`src/sv/hts_pkg.sv`:
```
// Shared constants and types for the header/tail frame synchroniser.
// Used by hts_front, hts_queue, hts_back and header_tail_frame_sync.
`timescale 1ns / 1ps

package hts_pkg;

  localparam int FRAME_LEN   = 20;
  localparam int BYTE_W      = 8;
  localparam int IDX_W       = $clog2(FRAME_LEN);
  localparam int FILL_W      = $clog2(FRAME_LEN + 1);
  localparam int INDEX_OUT_W = 5;
  localparam int REG_IDX_W   = 4;
  localparam int REG_W       = 8;

  localparam logic [REG_IDX_W-1:0] REG_HEADER = REG_IDX_W'(0);
  localparam logic [REG_IDX_W-1:0] REG_TAIL   = REG_IDX_W'(1);

  localparam logic [BYTE_W-1:0] HEADER_RESET = 8'h55;
  localparam logic [BYTE_W-1:0] TAIL_RESET   = 8'hFF;

  // Element 0 is the oldest byte of a frame.
  typedef logic [FRAME_LEN-1:0][BYTE_W-1:0] frame_t;

  typedef struct packed {
    logic   push;
    frame_t frame;
  } push_t;

endpackage

```
`src/sv/header_tail_frame_sync.sv`:
```
// Top level of the header/tail sliding-window frame synchroniser.
// Depends on hts_pkg, hts_front, hts_queue and hts_back.
`timescale 1ns / 1ps

// Channel  Handshake            Payload                            Moves
// -------  -------------------  ---------------------------------  ----------------
// input    in_valid / in_stall  rx_byte[7:0]                       one rx byte
// output   out_valid/out_stall  frame_byte, byte_index, frame_last one frame byte
// config   wr_en                wr_index[3:0], wr_data[7:0]        register write
//
// One input request is taken per cycle unless in_stall is high. A matched window
// of FRAME_LEN bytes is copied whole into a one-frame queue and unloaded by the
// output sequencer at one byte per cycle while out_stall is low; with the
// sequencer idle, the frame is registered into the queue, then into the output.
// The input stalls only when a byte would complete a match while the queue
// still holds an earlier frame; otherwise intake runs on during output stalls.
// Synchronous reset clears the fill count, the queue and the output valid and
// restores header 0x55 and tail 0xFF; the window itself is not cleared.

module header_tail_frame_sync (
  input  logic                              clk,
  input  logic                              rst,
  input  logic                              wr_en,
  input  logic [hts_pkg::REG_IDX_W-1:0]     wr_index,
  input  logic [hts_pkg::REG_W-1:0]         wr_data,
  input  logic                              in_valid,
  output logic                              in_stall,
  input  logic [hts_pkg::BYTE_W-1:0]        rx_byte,
  output logic                              out_valid,
  input  logic                              out_stall,
  output logic [hts_pkg::BYTE_W-1:0]        frame_byte,
  output logic [hts_pkg::INDEX_OUT_W-1:0]   byte_index,
  output logic                              frame_last
);

  hts_pkg::push_t  push;
  hts_pkg::frame_t q_frame;
  logic            q_valid;
  logic            pop;

  // Front end: window, fill count, header/tail check
  hts_front u_front (
    .clk      (clk),
    .rst      (rst),
    .wr_en    (wr_en),
    .wr_index (wr_index),
    .wr_data  (wr_data),
    .in_valid (in_valid),
    .in_stall (in_stall),
    .rx_byte  (rx_byte),
    .q_full   (q_valid),
    .push_out (push)
  );

  // Decouples a matched frame from the one still draining
  hts_queue u_queue (
    .clk     (clk),
    .rst     (rst),
    .push_in (push),
    .pop     (pop),
    .q_valid (q_valid),
    .q_frame (q_frame)
  );

  // Back end: byte-by-byte unload with index and last marker
  hts_back u_back (
    .clk        (clk),
    .rst        (rst),
    .q_valid    (q_valid),
    .q_frame    (q_frame),
    .pop        (pop),
    .out_valid  (out_valid),
    .out_stall  (out_stall),
    .frame_byte (frame_byte),
    .byte_index (byte_index),
    .frame_last (frame_last)
  );

endmodule

```
`src/sv/hts_front.sv`:
```
// Front end: byte intake, sliding window, fill count and header/tail match.
// Depends on hts_pkg; pushes matched frames to hts_queue.
`timescale 1ns / 1ps

module hts_front (
  input  logic                             clk,
  input  logic                             rst,
  input  logic                             wr_en,
  input  logic [hts_pkg::REG_IDX_W-1:0]    wr_index,
  input  logic [hts_pkg::REG_W-1:0]        wr_data,
  input  logic                             in_valid,
  output logic                             in_stall,
  input  logic [hts_pkg::BYTE_W-1:0]       rx_byte,
  input  logic                             q_full,
  output hts_pkg::push_t                   push_out
);

  // win[0] is the newest byte
  logic [hts_pkg::FRAME_LEN-1:0][hts_pkg::BYTE_W-1:0] win;
  logic [hts_pkg::FILL_W-1:0] fill;
  logic [hts_pkg::FILL_W-1:0] fill_inc;
  logic [hts_pkg::BYTE_W-1:0] header_byte;
  logic [hts_pkg::BYTE_W-1:0] tail_byte;
  logic                       match;
  logic                       accept;
  hts_pkg::frame_t            frame;

  always_ff @(posedge clk) begin
    if (rst) begin
      header_byte <= hts_pkg::HEADER_RESET;
      tail_byte   <= hts_pkg::TAIL_RESET;
    end else if (wr_en) begin
      case (wr_index)
        hts_pkg::REG_HEADER: header_byte <= wr_data[hts_pkg::BYTE_W-1:0];
        hts_pkg::REG_TAIL:   tail_byte   <= wr_data[hts_pkg::BYTE_W-1:0];
        default: ;
      endcase
    end
  end

  assign fill_inc = (fill == hts_pkg::FILL_W'(hts_pkg::FRAME_LEN)) ?
                    fill : fill + 1'b1;

  // Check is on the window as it stands once this byte is in.
  assign match = (fill_inc == hts_pkg::FILL_W'(hts_pkg::FRAME_LEN)) &&
                 (win[hts_pkg::FRAME_LEN-2] == header_byte) &&
                 (rx_byte == tail_byte);

  assign in_stall = match && q_full;
  assign accept   = in_valid && !in_stall;

  always_comb begin
    for (int i = 0; i < hts_pkg::FRAME_LEN - 1; i++) begin
      frame[i] = win[hts_pkg::FRAME_LEN-2-i];
    end
    frame[hts_pkg::FRAME_LEN-1] = rx_byte;
  end

  assign push_out.push  = accept && match;
  assign push_out.frame = frame;

  always_ff @(posedge clk) begin
    if (rst) begin
      fill <= '0;
    end else if (accept) begin
      fill <= match ? '0 : fill_inc;
    end
  end

  always_ff @(posedge clk) begin
    if (accept) begin
      win <= {win[hts_pkg::FRAME_LEN-2:0], rx_byte};
    end
  end

endmodule

```
`src/sv/hts_queue.sv`:
```
// One-frame holding queue between the front end and the output sequencer.
// Depends on hts_pkg.
`timescale 1ns / 1ps

module hts_queue (
  input  logic            clk,
  input  logic            rst,
  input  hts_pkg::push_t  push_in,
  input  logic            pop,
  output logic            q_valid,
  output hts_pkg::frame_t q_frame
);

  // Push only arrives while empty, pop only while full.
  always_ff @(posedge clk) begin
    if (rst) begin
      q_valid <= 1'b0;
    end else if (push_in.push) begin
      q_valid <= 1'b1;
    end else if (pop) begin
      q_valid <= 1'b0;
    end
  end

  always_ff @(posedge clk) begin
    if (push_in.push) begin
      q_frame <= push_in.frame;
    end
  end

endmodule

```
`src/sv/hts_back.sv`:
```
// Output sequencer: unloads a queued frame one byte per accepted request.
// Depends on hts_pkg.
`timescale 1ns / 1ps

module hts_back (
  input  logic                              clk,
  input  logic                              rst,
  input  logic                              q_valid,
  input  hts_pkg::frame_t                   q_frame,
  output logic                              pop,
  output logic                              out_valid,
  input  logic                              out_stall,
  output logic [hts_pkg::BYTE_W-1:0]        frame_byte,
  output logic [hts_pkg::INDEX_OUT_W-1:0]   byte_index,
  output logic                              frame_last
);

  hts_pkg::frame_t          frm;
  logic [hts_pkg::IDX_W-1:0] idx;
  logic                      out_accept;

  assign out_accept = out_valid && !out_stall;
  assign frame_last = (idx == hts_pkg::IDX_W'(hts_pkg::FRAME_LEN - 1));
  assign pop        = q_valid && (!out_valid || (out_accept && frame_last));
  assign frame_byte = frm[0];
  assign byte_index = hts_pkg::INDEX_OUT_W'(idx);

  always_ff @(posedge clk) begin
    if (rst) begin
      out_valid <= 1'b0;
      idx       <= '0;
    end else if (pop) begin
      out_valid <= 1'b1;
      idx       <= '0;
    end else if (out_accept) begin
      if (frame_last) begin
        out_valid <= 1'b0;
      end
      idx <= idx + 1'b1;
    end
  end

  always_ff @(posedge clk) begin
    if (pop) begin
      frm <= q_frame;
    end else if (out_accept) begin
      frm <= frm >> hts_pkg::BYTE_W;
    end
  end

endmodule

```
`config.mk`:
```
export PLATFORM = sky130hd
export DESIGN_NAME = header_tail_frame_sync
export DESIGN_NICKNAME = d
export VERILOG_FILES = /design/src/sv/hts_pkg.sv /design/src/sv/header_tail_frame_sync.sv /design/src/sv/hts_front.sv /design/src/sv/hts_queue.sv /design/src/sv/hts_back.sv
export SDC_FILE = /design/constraint.sdc
export NUM_CORES = 1
export LEC_CHECK = 0
export ABC_AREA = 0
export BUFFER_PORTS_ARGS = -buffer_cell sky130_fd_sc_hd__buf_2
export CAP_MARGIN = 10
export CORE_MARGIN = 10
export CORE_UTILIZATION = 40
export CTS_CLUSTER_DIAMETER = 200
export DETAILED_ROUTE_END_ITERATION = 10
export PLACE_DENSITY = 0.52
export SYNTH_ARGS = -nofsm -noshare
export SYNTH_HDL_FRONTEND = slang
export SYNTH_SLANG_ARGS = --single-unit
```
`constraint.sdc`:
```
create_clock -name clk -period 18.3 [get_ports clk]
set_input_delay 0.915 -clock clk [delete_from_list [all_inputs] [get_ports clk]]
set_output_delay 0.915 -clock clk [all_outputs]
set_load 0.02 [all_outputs]
```
# Word-level counts from Yosys, hierarchy flattened

Index checks and enable logic that the tools add are counted.

Div/mod/pow operators: 0
Bitwise logic cells: 0
Shift-type cells: 0
Equality and inequality tests: 6
Muxes and demuxes: 9
$add $sub $neg: 2
Multiply operators: 0
Reduce and logical (&&, ||, !) cells: 20
Magnitude comparators: 0

Operators with widths:

| cell                  | count |
|---|---|
| $mux W160             | 2 |
| $eq A8 B8 Y1          | 2 |
| $eq A5 B5 Y1 const B  | 3 |
| $add A5 B1 Y5 const B | 2 |
| $mux W5               | 2 |
| $logic_and A1 B1 Y1   | 8 |
| $reduce_and A2 Y1     | 3 |
| $reduce_bool A2 Y1    | 3 |
| $mux W1               | 5 |
| $eq A4 B1 Y1 const B  | 1 |
| $logic_not A4 Y1      | 1 |
| $logic_not A1 Y1      | 3 |
| $reduce_or A2 Y1      | 1 |
| $logic_or A1 B1 Y1    | 1 |

Flip-flop bits (word level): 500
Input port bits: 25
ROM bits: 0
Latch bits: 0
Output and inout port bits: 16
Logic and storage cells: 102
Memories: 0
Bits in writable memories: 0

# Logic depth before layout (Yosys ltp)

Word-level depth: 10
Gate-level depth with buffers: 7
Mapped depth without buffers: 7

# Cells and area by module

From an unflattened synthesis, not the netlist that was laid out.

Cells, all modules: 832
Area total of the unflattened synthesis: 18,061.1 sq um

By module, submodules not included:

| module    | area each (sq um) | instances | cells an instance | seq. area each (sq um) |
|---|---|---|---|---|
| hts_back  | 7,334.5           | 1         | 380               | 4,924.7 |
| hts_front | 5,883.1           | 1         | 288               | 4,984.8 |
| hts_queue | 4,843.4           | 1         | 164               | 4,824.6 |

# Worst setup path before layout

Ideal clock, no wire load.

Kind: input port to flip-flop
Start: in rx_byte[4] (netlist name)
End: reg u_queue.q_frame[0] (netlist name), enable pin
Setup time: 0.877 ns
Cell stages on the path: 5
Buffers on the path: 0
Required time: 17.423 ns
Arrival time: 12.498 ns
Path slack: 4.925 ns
Path through: xor2_1 -> a2111oi_0 -> and4_1 -> nand2_1 -> nor3_1

RTL lines:

| element                | RTL line                     | source |
|---|---|---|
| start: declaration     | header_tail_frame_sync.sv:28 | `input logic [hts_pkg::BYTE_W-1:0] rx_byte,` |
| end signal: assignment | hts_queue.sv:27              | `q_frame <= push_in.frame;` |
| end: declaration       | hts_queue.sv:11              | `output hts_pkg::frame_t q_frame` |

# Worst setup path in the final report

Start: reg u_back.idx (netlist bit u_back.byte_index[0])
End: reg u_back.frm (netlist bit u_back.frame_byte[6]), enable pin

Cells in the longest elaborated chain, start to end: 5

RTL lines:

| element                      | RTL line       | source |
|---|---|---|
| start: declaration           | hts_back.sv:19 | `logic [hts_pkg::IDX_W-1:0] idx;` |
| start signal: assignment     | hts_back.sv:39 | `idx <= idx + 1'b1;` |
| $eq A5 B5 Y1                 | hts_back.sv:23 | `assign frame_last = (idx == hts_pkg::IDX_W'(hts_pkg::FRAME_LEN - 1));` |
| $logic_and A1 B1 Y1          | hts_back.sv:24 | `assign pop = q_valid && (!out_valid \|\| (out_accept && frame_last));` |
| $logic_or A1 B1 Y1           | hts_back.sv:24 |  |
| $logic_and A1 B1 Y1          | hts_back.sv:24 |  |
| $reduce_bool A2 Y1 (no line) | -              |  |
| end signal: assignment       | hts_back.sv:45 | `frm <= q_frame;` |
| end signal: assignment       | hts_back.sv:47 | `frm <= frm >> hts_pkg::BYTE_W;` |
| end: declaration             | hts_back.sv:18 | `hts_pkg::frame_t frm;` |

No other way between the ends.
A chain may end at the register's enable or synchronous reset.

==> run_results.csv <==
group,metric,value,unit
status,status,"completed",
setup_path,cp.arrival,4.69,ns
floorplanning,die_area,53000,sq um
timing,worstMarginPinSlew,1.18,ns
setup_path,crit_path_frequent_cell,"buf_4",
setup_path,path_delay_family,"buffers and inverters",
setup_path,criticalPathCategory,"reg2reg",
placement,port_buffers,40,
setup_path,critPathMaxStageDelay,0.82,ns
global_routing,grt_pass1_vias,7730,
setup_path,crit_chain,"ha_1 > and4bb_1 > nand2b_1 > a21oi_4 > buf_12 > or2_4 > buf_4 > buf_4",
final_layout,antenna_cells,0,
timing,setup_viol,0,
routing,routed_wl,26.4,mm
setup_path,cp_slowest_cell,"buf_4",
placement,gp_congestion,0.767,
timing,finalCritPeriodShare,0.246,
setup_path,endpoint_kind,"flip-flop",
global_routing,grt_max_degree,159,
timing,clock_skew,0.00958,ns
routing,drt_iter0_drc,535,
synth,postSynthNetCount,848,
global_routing,grt_pass1_wl,42.2,mm
floorplanning,die_h,230,microns
routing,drc_errors,0,
clocking,cts_tree,"built",
placement,dp_hpwl,13.5,mm
timing,grt_setup_unrepaired,"no",
routing,drt-vias-per-instance,4.80,
synth,ys_types,40,
routing,ant_nets,0,
floorplanning,core,43400,sq um
synth,async_reset_ff_frac,0,
synth,syn_avg_cell_area,21.5,sq um
final_layout,area_growth,12.9,%
power,p_leak,6.44,nW
job,maxCapViolCount,0,
clocking,clk_path_buf_depth,3,
setup_path,crit_buf_inv,3,
power,ir_drop,76.5,uV
setup_path,critical_path_required,18.49,ns
timing,max_freq,222,MHz
floorplanning,die_w,230,microns
power,powerDensity,112,nW/um^2
routing,drtPass1Iterations,6,
routing,vias,7270,
synth,ys.flop_type,"edfxtp_1",
timing,setup_tns,0,ns
synth,ys_seq_area_frac,0.834,
worst_hold_path,hold_path_class,"reg2reg",
synth,synthesis.area,17700,sq um
synth,postSynthCellCount,820,
routing,post_drt_wl_per_cell,17.4,microns
floorplanning,io_pins,41,
global_routing,grtUsageTotal,0.0996,
synth,synth_edf_count,472,
synth,yosys_warnings,0,
final_layout,drive_gt1_frac,0.181,
setup_path,cp_max_fo,158,
floorplanning,num_rows,76,
clocking,postCtsSetupBuffers,0,
synth,synth_seq_cells,500,
global_routing,gr-total-overflow,0,
clocking,cts.root.buffer_cell,"clkbuf_16",
clocking,clock-sinks,500,
clocking,ctsHoldBuffers,0,
global_routing,antenna_found_initial,0,
final_layout,final_core_util,0.460,
clocking,clk_latency,0.56,ns
timing,hold_viol_final,0,
final_layout,layout_commonest_cell,"edfxtp_1",
clocking,cts_buffers,49,
timing,slew_viol_final,0,
timing,period_needed,4.50,ns
floorplanning,initial_core_util,0.408,
clocking,path_clk_slew,0.06,ns
final_layout,layout_common_cells,"edfxtp_1 (472), mux2_1 (100), mux2_2 (52)",
timing,relSlewSlack,0.212,
clocking,post_cts_resize_count,0,
clocking,htree_num_levels,2,
final_layout,nNetsFinal,916,
setup_path,start_kind,"flip-flop",
==> state kept, by name, indices dropped and copies added (netlist names) <==
name                 count
u_back.frame_byte        8
u_back.out_valid         1
u_queue.q_frame        160
u_back.byte_index        5
u_front.fill             5
u_back.frm             152
u_front.header_byte      8
u_queue.q_valid          1
u_front.tail_byte        8
u_front.push_out       152
==> cells in the mapped netlist, drive strengths merged (7+ instances only) <==
master  instances  area, sq um
mux2          152         1710
nor3            8         45.0
buf            26          241
edfxtp        472        14200
a21oi           7         46.3
and3           18          113
nor2            9         33.8
dfxtp          28          561
nand2b          7         43.8
a211o          12          105
xor2           19          166
==> layout make-up <==
type,instances,area [sq um]
tap,585,732
clock inverter,21,121
fill,3720,23400
multi-input combinational,285,2690
inverter,4,15.0
sequential,500,14700
timing repair buffer,48,285
clock buffer,71,1370
==> through the flow <==
stage | instance area, sq um | power, mW | setup slack, ns | instances | hold WS (ns)
2_1_floorplan | 17700 | 1.32 | 4.93 | 820 | 0.421
3_3_place_gp | 18500 | 1.33 | 13.33 | 1422 | 0.423
3_5_place_dp | 18500 | 1.33 | 13.30 | 1422 | 0.429
5_1_grt | 19900 | 2.32 | 13.31 | 1514 | 0.450
6_report | 19900 | 2.23 | 13.80 | 1514 | 0.440
4_1_cts | 19900 | 2.27 | 13.59 | 1514 | 0.442
==> path summary, 6_finish.rpt <==
kind                          endpoint  cells after the start  slack (ns)                  from
hold / removal    u_front.push_out[70]                      0        0.44  u_front.push_out[78]
hold reg to reg   u_front.push_out[70]                      0        0.44  u_front.push_out[78]
setup reg to reg  u_back.frame_byte[6]                      8       13.80  u_back.byte_index[0]
setup / recovery  u_back.frame_byte[6]                      8       13.80  u_back.byte_index[0]
==> report_power, final <==
part / leakage (nW) / internal (mW) / switching (mW) / total [mW]
logic: 1.13 / 0.00596 / 0.0169 / 0.0229
registers: 4.58 / 1.27 / 0.0115 / 1.28
clock network: 0.725 / 0.533 / 0.397 / 0.930
==> cells by family after synthesis <==
group | after synthesis | share of synthesized area
flip-flops | 500 | 0.834
AND/OR/NAND/NOR | 75 | 0.0251
adder cells (fa/ha/maj) | 3 | 0.00212
multiplexers | 158 | 0.100
XOR/XNOR | 21 | 0.0104
buffers and inverters | 35 | 0.0156
AO/OA/AOI/OAI | 28 | 0.0127
==> per-layer routing <==
layer / part of all wire / global-route usage
met2: 0.45 / 0.154
met1: 0.48 / 0.134
met5: 0 / 0
met3: 0.037 / 0.0228
met4: 0.027 / 0.0393
No activity file was read; power rests on OpenSTA's default activity.
